$ cat src/hdl/video_start_code_header_parser_core_assert.svh
// ----------------------------------------------------------------------------
// Assertion macros for the video start code header parser
// Shorthands for clocked concurrent checks, disabled while reset is active.
// ----------------------------------------------------------------------------
`ifndef VIDEO_START_CODE_HEADER_PARSER_CORE_ASSERT_SVH
`define VIDEO_START_CODE_HEADER_PARSER_CORE_ASSERT_SVH

// A condition that must hold at every clock edge outside reset.
`define VSCP_ASSERT_ALWAYS(lbl, cond, msg) \
    lbl: assert property (@(posedge clk) disable iff (!rst_n) (cond)) else $error(msg);

// A consequence that must hold in the same cycle as its antecedent.
`define VSCP_ASSERT_SAME(lbl, ante, cons, msg) \
    lbl: assert property (@(posedge clk) disable iff (!rst_n) (ante) |-> (cons)) \
        else $error(msg);

// A consequence that must hold in the cycle after its antecedent.
`define VSCP_ASSERT_NEXT(lbl, ante, cons, msg) \
    lbl: assert property (@(posedge clk) disable iff (!rst_n) (ante) |=> (cons)) \
        else $error(msg);

`endif

$ cat src/hdl/vscp_pkg.sv
// ----------------------------------------------------------------------------
// Video start code header parser package
// Parse phases, unit kinds and the start code values that the parser knows.
// ----------------------------------------------------------------------------
`default_nettype none

package vscp_pkg;

    // Parser phases.
    typedef enum logic [1:0] {
        PH_SCAN = 2'd0,
        PH_CODE = 2'd1,
        PH_SEQ  = 2'd2,
        PH_PIC  = 2'd3
    } phase_t;

    // Reported unit kinds.
    localparam logic [2:0] KIND_SEQ   = 3'd0;
    localparam logic [2:0] KIND_GOP   = 3'd1;
    localparam logic [2:0] KIND_PIC   = 3'd2;
    localparam logic [2:0] KIND_SLICE = 3'd3;
    localparam logic [2:0] KIND_OTHER = 3'd4;

    // Picture coding types.
    localparam logic [1:0] PIC_UNKNOWN = 2'd0;

    // Code bytes and start code prefix values.
    localparam logic [7:0] CODE_SEQ    = 8'hB3;
    localparam logic [7:0] CODE_GOP    = 8'hB8;
    localparam logic [7:0] CODE_PIC    = 8'h00;
    localparam logic [7:0] CODE_SLICE  = 8'h01;
    localparam logic [7:0] BYTE_ZERO   = 8'h00;
    localparam logic [7:0] BYTE_PREFIX = 8'h01;

    // Sequence header payload: bytes stored before the last one arrives.
    localparam logic [1:0] SEQ_STORED  = 2'd3;

    // Frame rate index used for codes outside 1..7 (60 fps).
    localparam logic [2:0] RATE_DEFAULT = 3'd7;

endpackage

`default_nettype wire

$ cat src/hdl/video_start_code_header_parser_core.sv
// ----------------------------------------------------------------------------
// Video start code header parser core
// Scans a video elementary stream for start codes and reports each unit.
// ----------------------------------------------------------------------------
// Usage:
// Bytes of the elementary stream enter on the s_axis channel, one byte per
// transaction. Each recognized unit leaves on the m_axis channel as one
// transaction: tuser carries the unit kind, tdata the code byte and the
// decoded header fields. Sequence headers report width, height and frame rate
// index after their fourth payload byte, picture headers report the coding
// type after their second payload byte, and every other code reports as soon
// as its code byte arrives. Payload bytes are never scanned for start codes.
// A byte is held in the input register and its result is registered in the
// output register. Throughput is one byte per cycle while the receiver keeps
// up, set by the single pass through the parse logic between those
// two registers. When the receiver stalls, the output register holds its
// transaction and the input register still takes one more byte; the channel
// then stops taking bytes until the result is taken. Reset clears the parse
// state to scanning and empties both registers.
// ----------------------------------------------------------------------------
`default_nettype none

`include "video_start_code_header_parser_core_assert.svh"

module video_start_code_header_parser_core
(
    input  wire logic        clk,
    input  wire logic        rst_n,
    // Input stream.
    input  wire logic        s_axis_tvalid,
    output logic             s_axis_tready,
    input  wire logic [7:0]  s_axis_tdata,   // [7:0] stream_byte
    // Unit reports.
    output logic             m_axis_tvalid,
    input  wire logic        m_axis_tready,
    output logic [39:0]      m_axis_tdata,   // [7:0] code_value, [19:8] frame_width,
                                             // [31:20] frame_height, [34:32] rate_index,
                                             // [36:35] picture_kind, [39:37] zero
    output logic [2:0]       m_axis_tuser    // [2:0] unit_kind
);

    import vscp_pkg::*;

    // Input register.
    logic       in_valid_reg;
    logic [7:0] in_byte_reg;

    // Parse state.
    phase_t     phase_reg, phase_next;
    logic [1:0] zero_run_reg, zero_run_next;
    logic [1:0] count_reg, count_next;
    logic [7:0] payload_reg [3];

    // Output register.
    logic        out_valid_reg;
    logic [2:0]  kind_reg;
    logic [7:0]  code_reg;
    logic [11:0] width_reg;
    logic [11:0] height_reg;
    logic [2:0]  rate_reg;
    logic [1:0]  pic_reg;

    // Combinational parse results.
    logic        res_valid;
    logic [2:0]  res_kind;
    logic [7:0]  res_code;
    logic [11:0] res_width;
    logic [11:0] res_height;
    logic [2:0]  res_rate;
    logic [1:0]  res_pic;
    logic        payload_wr;
    logic        advance;
    logic [7:0]  b;

    // The held byte is parsed when the output register is free or being
    // emptied in this cycle.
    assign advance       = in_valid_reg && (!out_valid_reg || m_axis_tready);
    assign s_axis_tready = !in_valid_reg || advance;
    assign b             = in_byte_reg;

    always_ff @(posedge clk or negedge rst_n)
    begin
        if (!rst_n)
        begin
            in_valid_reg <= 1'b0;
        end
        else if (s_axis_tready)
        begin
            in_valid_reg <= s_axis_tvalid;
        end
    end

    always_ff @(posedge clk)
    begin
        if (s_axis_tready && s_axis_tvalid)
        begin
            in_byte_reg <= s_axis_tdata;
        end
    end

    // State register of the parser.
    always_ff @(posedge clk or negedge rst_n)
    begin
        if (!rst_n)
        begin
            phase_reg    <= PH_SCAN;
            zero_run_reg <= 2'd0;
            count_reg    <= 2'd0;
        end
        else if (advance)
        begin
            phase_reg    <= phase_next;
            zero_run_reg <= zero_run_next;
            count_reg    <= count_next;
        end
    end

    // Stored sequence header payload bytes.
    always_ff @(posedge clk)
    begin
        if (advance && payload_wr)
        begin
            payload_reg[count_reg] <= b;
        end
    end

    // Next state and unit report.
    always_comb
    begin
        phase_next    = phase_reg;
        zero_run_next = zero_run_reg;
        count_next    = count_reg;
        payload_wr    = 1'b0;
        res_valid     = 1'b0;
        res_kind      = KIND_OTHER;
        res_code      = b;
        res_width     = 12'd0;
        res_height    = 12'd0;
        res_rate      = 3'd0;
        res_pic       = PIC_UNKNOWN;

        unique case (phase_reg)
            PH_CODE:
            begin
                zero_run_next = 2'd0;
                count_next    = 2'd0;
                if (b == CODE_SEQ)
                begin
                    phase_next = PH_SEQ;
                end
                else if (b == CODE_PIC)
                begin
                    phase_next = PH_PIC;
                end
                else
                begin
                    phase_next = PH_SCAN;
                    res_valid  = 1'b1;
                    if (b == CODE_GOP)
                    begin
                        res_kind = KIND_GOP;
                    end
                    else if (b == CODE_SLICE)
                    begin
                        res_kind = KIND_SLICE;
                    end
                    else
                    begin
                        res_kind = KIND_OTHER;
                    end
                end
            end
            PH_SEQ:
            begin
                if (count_reg != SEQ_STORED)
                begin
                    payload_wr = 1'b1;
                    count_next = count_reg + 2'd1;
                end
                else
                begin
                    // The last payload byte is used straight from the input.
                    res_valid     = 1'b1;
                    res_kind      = KIND_SEQ;
                    res_code      = CODE_SEQ;
                    res_width     = {payload_reg[0], payload_reg[1][7:4]};
                    res_height    = {payload_reg[1][3:0], payload_reg[2]};
                    res_rate      = (!b[3] && (b[2:0] != 3'd0)) ? (b[2:0] - 3'd1)
                                                                : RATE_DEFAULT;
                    phase_next    = PH_SCAN;
                    count_next    = 2'd0;
                    zero_run_next = 2'd0;
                end
            end
            PH_PIC:
            begin
                if (count_reg == 2'd0)
                begin
                    // First picture payload byte carries nothing reported.
                    count_next = 2'd1;
                end
                else
                begin
                    res_valid     = 1'b1;
                    res_kind      = KIND_PIC;
                    res_code      = CODE_PIC;
                    res_pic       = b[5] ? PIC_UNKNOWN : b[4:3];
                    phase_next    = PH_SCAN;
                    count_next    = 2'd0;
                    zero_run_next = 2'd0;
                end
            end
            PH_SCAN:
            begin
                // The zero run saturates at two, so longer runs still match.
                if (b == BYTE_ZERO)
                begin
                    if (zero_run_reg != 2'd2)
                    begin
                        zero_run_next = zero_run_reg + 2'd1;
                    end
                end
                else if (b == BYTE_PREFIX && zero_run_reg == 2'd2)
                begin
                    zero_run_next = 2'd0;
                    phase_next    = PH_CODE;
                end
                else
                begin
                    zero_run_next = 2'd0;
                end
            end
        endcase
    end

    // Output register.
    always_ff @(posedge clk or negedge rst_n)
    begin
        if (!rst_n)
        begin
            out_valid_reg <= 1'b0;
        end
        else if (advance)
        begin
            out_valid_reg <= res_valid;
        end
        else if (m_axis_tready)
        begin
            out_valid_reg <= 1'b0;
        end
    end

    always_ff @(posedge clk)
    begin
        if (advance && res_valid)
        begin
            kind_reg   <= res_kind;
            code_reg   <= res_code;
            width_reg  <= res_width;
            height_reg <= res_height;
            rate_reg   <= res_rate;
            pic_reg    <= res_pic;
        end
    end

    assign m_axis_tvalid = out_valid_reg;
    assign m_axis_tuser  = kind_reg;
    assign m_axis_tdata  = {3'd0, pic_reg, rate_reg, height_reg, width_reg, code_reg};

    // Checks on the parse state and the two register stages.
    `VSCP_ASSERT_ALWAYS(a_zero_run_sat, zero_run_reg != 2'd3, "zero run passed two")
    `VSCP_ASSERT_SAME(a_count_idle, (phase_reg == PH_SCAN) || (phase_reg == PH_CODE),
        count_reg == 2'd0, "payload count not cleared outside a header")
    `VSCP_ASSERT_SAME(a_pic_count, phase_reg == PH_PIC, count_reg <= 2'd1,
        "picture payload count out of range")
    `VSCP_ASSERT_NEXT(a_in_hold, in_valid_reg && !advance,
        in_valid_reg && $stable(in_byte_reg), "held byte lost before parsing")
    `VSCP_ASSERT_SAME(a_out_source, $rose(out_valid_reg), $past(in_valid_reg),
        "result appeared without a parsed byte")

endmodule

`default_nettype wire

$ cat config.mk
export PLATFORM = sky130hd
export DESIGN_NAME = video_start_code_header_parser_core
export DESIGN_NICKNAME = d
export VERILOG_FILES = /design/src/hdl/vscp_pkg.sv /design/src/hdl/video_start_code_header_parser_core.sv
export VERILOG_INCLUDE_DIRS = /design/src /design/src/hdl
export SDC_FILE = /design/constraint.sdc
export NUM_CORES = 1
export LEC_CHECK = 0
export BUFFER_PORTS_ARGS = -buffer_cell sky130_fd_sc_hd__buf_2
export CAP_MARGIN = 20
export CORE_UTILIZATION = 45
export DETAILED_ROUTE_END_ITERATION = 16
export HOLD_SLACK_MARGIN = 0.05
export PLACE_DENSITY = 0.69
export SYNTH_ARGS = -nofsm -noshare
export SYNTH_HDL_FRONTEND = slang
export SYNTH_SLANG_ARGS = --single-unit
export TNS_END_PERCENT = 30
$ cat constraint.sdc
create_clock -name clk -period 5.5 [get_ports clk]
set_input_delay 0.55 -clock clk [delete_from_list [all_inputs] [get_ports clk]]
set_output_delay 0.55 -clock clk [all_outputs]
set_load 0.02 [all_outputs]
==> impl_summary.md, run 1 <==
Worst setup path
The startpoint of the worst setup timing path is count_reg[0]. The cell family contributing the most delay on the critical path is simple AND/OR/NAND/NOR gates. The critical path goes through ha_1, and3_1, a21oi_1, nor3_2, buf_4. The critical path crosses 5 cells after its start point. Data arrives at the worst endpoint at roughly 2700 ps. The critical path capture point is m_axis_tdata[17]. The type of origin of the critical path is a flip-flop. The nature of the critical path endpoint is a flip-flop.

The category of the most critical setup path is flip-flop to flip-flop. STA puts the critical path data required time at 5520 ps. The number of cell instances on the worst register-to-register path is 5. The largest individual stage delay along the critical path comes from the cell and3_1. The endpoint of the lowest-slack register-to-register path is m_axis_tdata[17]. Of all nets on the critical path, the largest fanout is 33. The critical register-to-register path startpoint is count_reg[0]. In this design, the stage delay of the slowest critical-path cell is between 800 and 900 ps. The setup slack of the worst register-to-register path is approximately 2800 ps. The total buffers and inverters traversed by the critical path is 1.

Die
The region available for standard cell placement spans between 6000 and 7000 um^2. The vertical die dimension is between 80 and 90 um. The effective utilization at floorplan is a little under half. The full die area is 7440 um^2. In this run the horizontal extent of the chip is approximately 86 um. During I/O placement, the number of pins put on the boundary was 57. The floorplan has 30 rows.

Clock tree
The number of clock buffers inserted by TritonCTS is 9. Clock-pin slew was measured on the worst setup and hold paths at around 80 ps. The later-pin clock latency in the skew report is about 350 ps. TritonCTS built the clock tree.

CTS built an H-tree with a depth of 3. No sink is reached through more buffers than the 2 on the longest clock path. The clock drives 80 sinks.

In this run the clock root is driven by a clkbuf_8. Post-CTS timing repair inserted 0 buffers for setup.

Power and ir drop
The largest voltage drop on the vdd net is ~230 uV. The post-layout total power is around 1.1 mW. The leakage power is between 1 and 1.5 nW. The sequential cell fraction of total power is between 50% and 60%. The switching power total is roughly 0.24 mW. The portion of total power attributed to the clock network is between 30% and 40%. The power per cell area is 298 nW/um^2. In this run, the combinational gates consume approximately 1.9% of the power. Net switching is 21.6% of the power. Internal power comes to 0.887 mW.

Detailed routing
The total via count in the routed design is roughly 1,800. The via density per instance is between 4 and 5. The post-route DRC violation count is 0. The detail route stage leaves a number of antenna-violating nets equal to 0. The wire length per cell after detailed routing is around 14 um. The number of optimization iterations in the first detailed-route pass is 4. After detailed routing, the total wire length is approximately 5.3 mm. The iteration-0 DRC count of the detailed router is 130.

Timing
The largest clock skew in the final design is between 6 and 7 ps. The number of failing setup endpoints in the final timing report is 0. In the final timing run, aggregate negative setup slack is 0 ps. Setup repair after global routing left no endpoint under its margin.

For this run, the top clock speed supported by timing is 368 MHz. The final count of hold timing violations is 0. The max-slew violation count is 0. The worst pin sits at a relative slew slack of between 30 and 40%. The post-route clock period utilization is between 40 and 50%. The worst path needs around 2700 ps of the cycle, external delays included. The worst hold slack is ~370 ps. At the pin with the least slew margin, the transition time is roughly 1000 ps.

Global route
The number of antenna violations at the first check in global routing is 0. After global routing the overflow that remains totals 0. The first global-routing pass estimated 8.31 mm of wire. The maximum number of pins on one net before global-route repair is 34. Global routing consumed, over all layers together, 15.5% of the routing resources. The via count of the first global-routing pass is around 1,700.

Layout
The post-route netlist has approximately 30% of its cells at a drive strength greater than 1. The number of filler cells placed in the layout is a little under 600. The library cell used most frequently in the layout, excluding fill and tap cells, is edfxtp_1.

The repair_antennas step left the layout with diodes totalling 0. The library cells used most frequently in the layout, excluding fill and tap cells, are edfxtp_1, buf_2, and2_1, inv_1. The number of nets in the layout is between 200 and 300. The synthesis-to-finish area growth is 18.6%.

Place
The congestion estimate from routability-driven global placement came to around 0.86. The final HPWL from detailed placement is 3.58 mm. The quantity of I/O buffers inserted on ports is 53.

Synth
Each instance of the synthesized netlist takes up on average around 15 um^2. The area share of the leading cell type in the synthesized netlist is approximately two thirds. The netlist uses just over 40 different library cells.

The warning count from the yosys run is 0. The async set-or-reset flop fraction in the synthesized netlist is 10.0%. Synthesis inferred 80 register bits.

The top flip-flop cell by instance count after synthesis is edfxtp_1. The number of instances in the synthesized netlist is between 200 and 250. The sequential share of the synthesized area is 74.0%. The top cell type by total area after synthesis is edfxtp_1. After synthesis, the cell types taking the most area are edfxtp_1, dfrtp_1, and2_1. In this run, synthesis inferred 72 flip-flops with an integrated enable.

The cell area after synthesis is approximately 3200 um^2.

Job
The tool flagged a number of max-cap violations equal to 0.

Hold path
The classification of the worst-slack hold path is input port to flip-flop.

Outcome
The flow ran to the end, and the final reports show no timing, DRC or antenna violations.
how the worst min path moves through the flow:
stage                     from           end  slack, ps  cells past startpoint
2_1_floorplan            rst_n  count_reg[0]        250                      0
3_3_place_gp             rst_n  count_reg[1]        400                      1
3_5_place_dp             rst_n  phase_reg[1]        400                      1
4_1_cts        s_axis_tdata[4]          b[4]        360                      1
5_1_grt        s_axis_tdata[4]          b[4]        360                      1
6_report       s_axis_tdata[5]          b[5]        370                      1
power groups by stage:
stage	logic (mW)	clock network (mW)	registers, mW
after global routing	0.0241	0.471	0.672
after CTS	0.0215	0.445	0.671
after global placement	0.0206	0	0.684
final	0.0216	0.438	0.671
after floorplan	0.0158	0	0.680
after detailed placement	0.0209	0	0.685
routing by layer:
metal | vias up | global-route usage, % | part of all wire, %
met5 | - | 0 | 0
met4 | 0 | 9.70 | 2.7
met3 | 15 | 3.24 | 4.0
met2 | 62 | 24.2 | 49
met1 | 861 | 19.9 | 44
li1 | 878 | - | -
through the flow:
| stage | cell area [um^2] | setup WS (ps) | util [%] | std cells |
|---|---|---|---|---|
| 2_1_floorplan | 3200 | 969 | - | 209 |
| 3_3_place_gp | 3560 | 2200 | 52.2 | 350 |
| 3_5_place_dp | 3560 | 2070 | 52.2 | 350 |
| 4_1_cts | 3780 | 2050 | 55.3 | 367 |
| 5_1_grt | 3790 | 2520 | 55.5 | 368 |
| 6_report | 3790 | 2780 | 55.5 | 368 |
synth_stat cells, drive strengths merged, types with 2 or more instances:
library cell  instances
nor2b                 3
nand3                 3
or3                   2
edfxtp               72
nor4b                 3
dfrtp                 8
inv                  11
clkbuf                6
a21boi                2
and2                 28
nand2                 6
o31ai                 3
a21oi                 2
o21ai                 7
o21a                  6
nor2                  2
buf                   5
nor3                  7
ha                    9
nor3b                 3
nand2b                3
cell families (layout without fill, tap and decap cells):
group	after synthesis	after routing	synth area share (%)
DFF	80	80	74.0
adders and majority gates	9	9	3.53
other	1	3	0.117
AOI/OAI and AO/OA	28	28	6.38
and+or+nand+nor	67	67	13.0
buffers and inverters	22	85	3.06
final cells by class:
cell class | count | area [um^2] | share of cell area, %
clock inverter | 7 | 80.1 | 2.11
clock buffer | 9 | 124 | 3.27
timing repair buffer | 58 | 309 | 8.15
inverter | 11 | 41.3 | 1.09
multi-input combinational | 107 | 753 | 19.9
sequential | 80 | 2360 | 62.3
tap | 96 | 120 | 3.17
repair_timing:
action	CTS	global route
hold buffers	1	0
gates resized for setup	0	0
endpoints found under the hold margin	8	0
(Power assumes the default switching activity.)
==> inputs of run 2 (changes only) <==
==> constraint.sdc (replaced) <==
create_clock -name clk -period 2.8 [get_ports clk]
set_input_delay 0.28 -clock clk [delete_from_list [all_inputs] [get_ports clk]]
set_output_delay 0.28 -clock clk [all_outputs]
set_load 0.02 [all_outputs]
==> run 2 against run 1 <==
  * Total power is 110% higher
  * Clock power grew 120%
  * Critical path depth up 2
  * Final cell count up 4.9%
  * Critical endpoint is now pic_reg[0]
  * Wire length grew 5.8%
  * Register-to-register slack worse by 2500 ps
  * Sequential share of layout area is 2.7 points lower
  * Worst setup slack worse by 2500 ps
  * Design area increased by 4.6%
  * Core utilization up 2.5 points
  * Combinational power grew to 3.0 times the previous value
  * Worst hold slack worse by 270 ps
==> impl_summary.md, run 2 (synthesis results as in run 1) <==
Worst setup path
The worst setup path is launched from a flip-flop. The arrival time at the worst endpoint came to 2540 ps (-200 ps). The worst setup path is captured at a flip-flop. The critical path goes through inv_1, ha_1, nor2b_1, o21ai_0, nor2b_1, nor3_4, buf_4. The category of the most critical setup path is flip-flop to flip-flop. The endpoint required time on the critical path is 2840 ps (-2680 ps). The largest stage delay on the critical path is 590 ps (-220 ps). Among the stages of the critical path, the cell type that occurs most often is nor2b_1. The maximum fanout count along the critical path is 16 (-52%). The worst-path cell with the longest stage delay is nor3_4.

Detailed routing
The total via count in the routed design was 1,900 (+4.6%). The post-route DRC violation count is 0 (unchanged). The via density per instance is 4.92 (-0.25%). The iteration-0 DRC count of the detailed router came to 73 (-44%). The wire length per cell after detailed routing came to 14.6 um (+0.89%). The final routed wirelength across all metal layers was 5.62 mm (+5.8%). The number of optimization iterations in the first detailed-route pass is 4 (unchanged). The post-route antenna net violation count is 0 (unchanged).

Timing
The max-slew violation count is 0 (unchanged). The setup TNS is 0 ps (unchanged). The maximum achievable frequency is 401 MHz (+9.1%). Setup repair after global routing left no endpoint under its margin. The final count of hold timing violations came to 0 (unchanged).

The transition time of the tightest slew-check pin is 908 ps (-96.8 ps). The worst max-slew margin expressed relative to the limit is 39.1% (+6.3 points). The largest clock skew in the final design is 9.45 ps (+2.54 ps).

The number of failing setup endpoints in the final timing report is 0 (unchanged). The final critical-path required period is 2490 ps (-226 ps). The post-route clock period utilization came to 89.1% (+40 points).

Global route
The overall routing resource usage is 17.1% (+1.6 points). The via count of the first global-routing pass is 1,798 (+5.7%). The overall overflow remaining after global route was 0 (unchanged).

The global-route wire length before repair was 9.11 mm (+9.6%). The maximum number of pins on one net before global-route repair was 33 (-2.9%). The number of antenna violations at the first check in global routing is 0 (unchanged).

Layout
The final non-filler cell area is 3960 um^2 (+4.6%). The most frequent standard cell in the layout excluding fill and tap cells is edfxtp_1. From synthesis to final layout, the design area changed by 24.1%. The fraction of layout cells with a size suffix above 1 is 34.1% (+4.4 points).

The count of antenna diodes in the layout is 0 (unchanged). In the layout the commonest cells are edfxtp_1, buf_2, and2_1, buf_4, inv_1. The number of nets in the layout is 306 (+6.3%).

Die
The I/O pin count came to 57 (unchanged). The vertical die dimension is 86.3 um (unchanged). The full die area is 7440 um^2 (unchanged). The floorplan row count is 30 (unchanged). The overall die width is 86.3 um (unchanged).

The effective utilization at floorplan is 46.8% (unchanged). The placeable core region is 6830 um^2 (unchanged).

Power and ir drop
The largest voltage drop on the vdd net is 333 uV (+43%). The power per cell area is 589 nW/um^2 (+97%). The post-layout total power is 2.33 mW (+110%). The leakage power is 1.38 nW (+7.7%).

Place
The placer's final routability congestion estimate is 0.879 (+2.0%). The quantity of I/O buffers inserted on ports was 53 (unchanged). The placed standard-cell area is 3710 um^2 (+4.0%). The final HPWL from detailed placement is 3.90 mm (+9.0%).

Hold path
The classification of the worst-slack hold path is input port to flip-flop.

Clock tree
The post-CTS setup buffer count is 0 (unchanged). TritonCTS built the clock tree. The number of clock buffers inserted by TritonCTS is 9 (unchanged).

The later-pin clock latency in the skew report came to 350 ps (about the same). The number of buffers on the longest clock path came to 2 (unchanged). The number of H-tree levels is 3 (unchanged).

The root buffer cell is clkbuf_8. The clock net sink count is 80 (unchanged). The clock transition time at the flip-flop clock pins of the worst setup and hold paths is 80 ps (about the same).

Job
The max-capacitance violation count came to 0 (unchanged).

Outcome
The run finished with clean final reports.
run 2: path summary, 6_finish.rpt:
kind	slack (ps)	from	end	depth (start not counted)
max	310	count_reg[0]	pic_reg[0]	7
min	100	s_axis_tdata[3]	b[3]	1
max reg2reg	310	count_reg[0]	pic_reg[0]	7
min reg2reg	500	zero_run_reg[0]	zero_run_reg[0]	1
max in group asynchronous	2330	rst_n	in_valid_reg	2
min in group asynchronous	300	rst_n	phase_reg[0]	2
run 2: report_power, final:
group          switching, mW  total, mW  internal, mW  leakage, nW
Clock                  0.441      0.962         0.521        0.115
Combinational         0.0363     0.0640        0.0276        0.571
Sequential           0.00781       1.31          1.30        0.694
Total                  0.485       2.33          1.85         1.38
run 2: timing repair:
item | 4_1_cts | 5_1_grt
endpoints found under the hold margin | 8 | 0
hold buffers | 1 | 0
resized for setup | 0 | 0
endpoints found under the setup margin | 16 | 0
run 2: area by class of cell:
class / instances / area, um^2
flip-flops and latches: 80 / 2360
fillers: 577 / 2870
clock buffers: 9 / 124
inverters: 11 / 41.3
repair buffers: 75 / 433
multi-input cells: 108 / 769
well taps: 96 / 120
clock inverters: 7 / 113
run 2: layer usage:
metal	vias to the layer above	global-route usage, %	share of wire, %
li1	913	-	-
met1	925	22.0	44
met2	50	27.2	50
met3	12	6.10	4.1
met4	0	5.45	1.6
met5	-	0	0
run 2: critical path: cells and delay by family (launching register included):
family	cells	cell delay, ps
buf+inv	2	430
simple gates	3	980
flops	1	390
compound gates	1	140
fa+ha+maj	1	240
run 2: per-stage QoR:
stage                     hold slack (ps)  utilization (%)  worst slack (ps)  std cells
final                                 103             58.0               306        386
after global routing                 71.6             58.0               111        386
after CTS                            85.2             58.0               267        386
after detailed placement              132             54.2             -25.8        368
after global placement                130             54.2              43.6        368
after floorplan                     -15.6                -              78.1        209
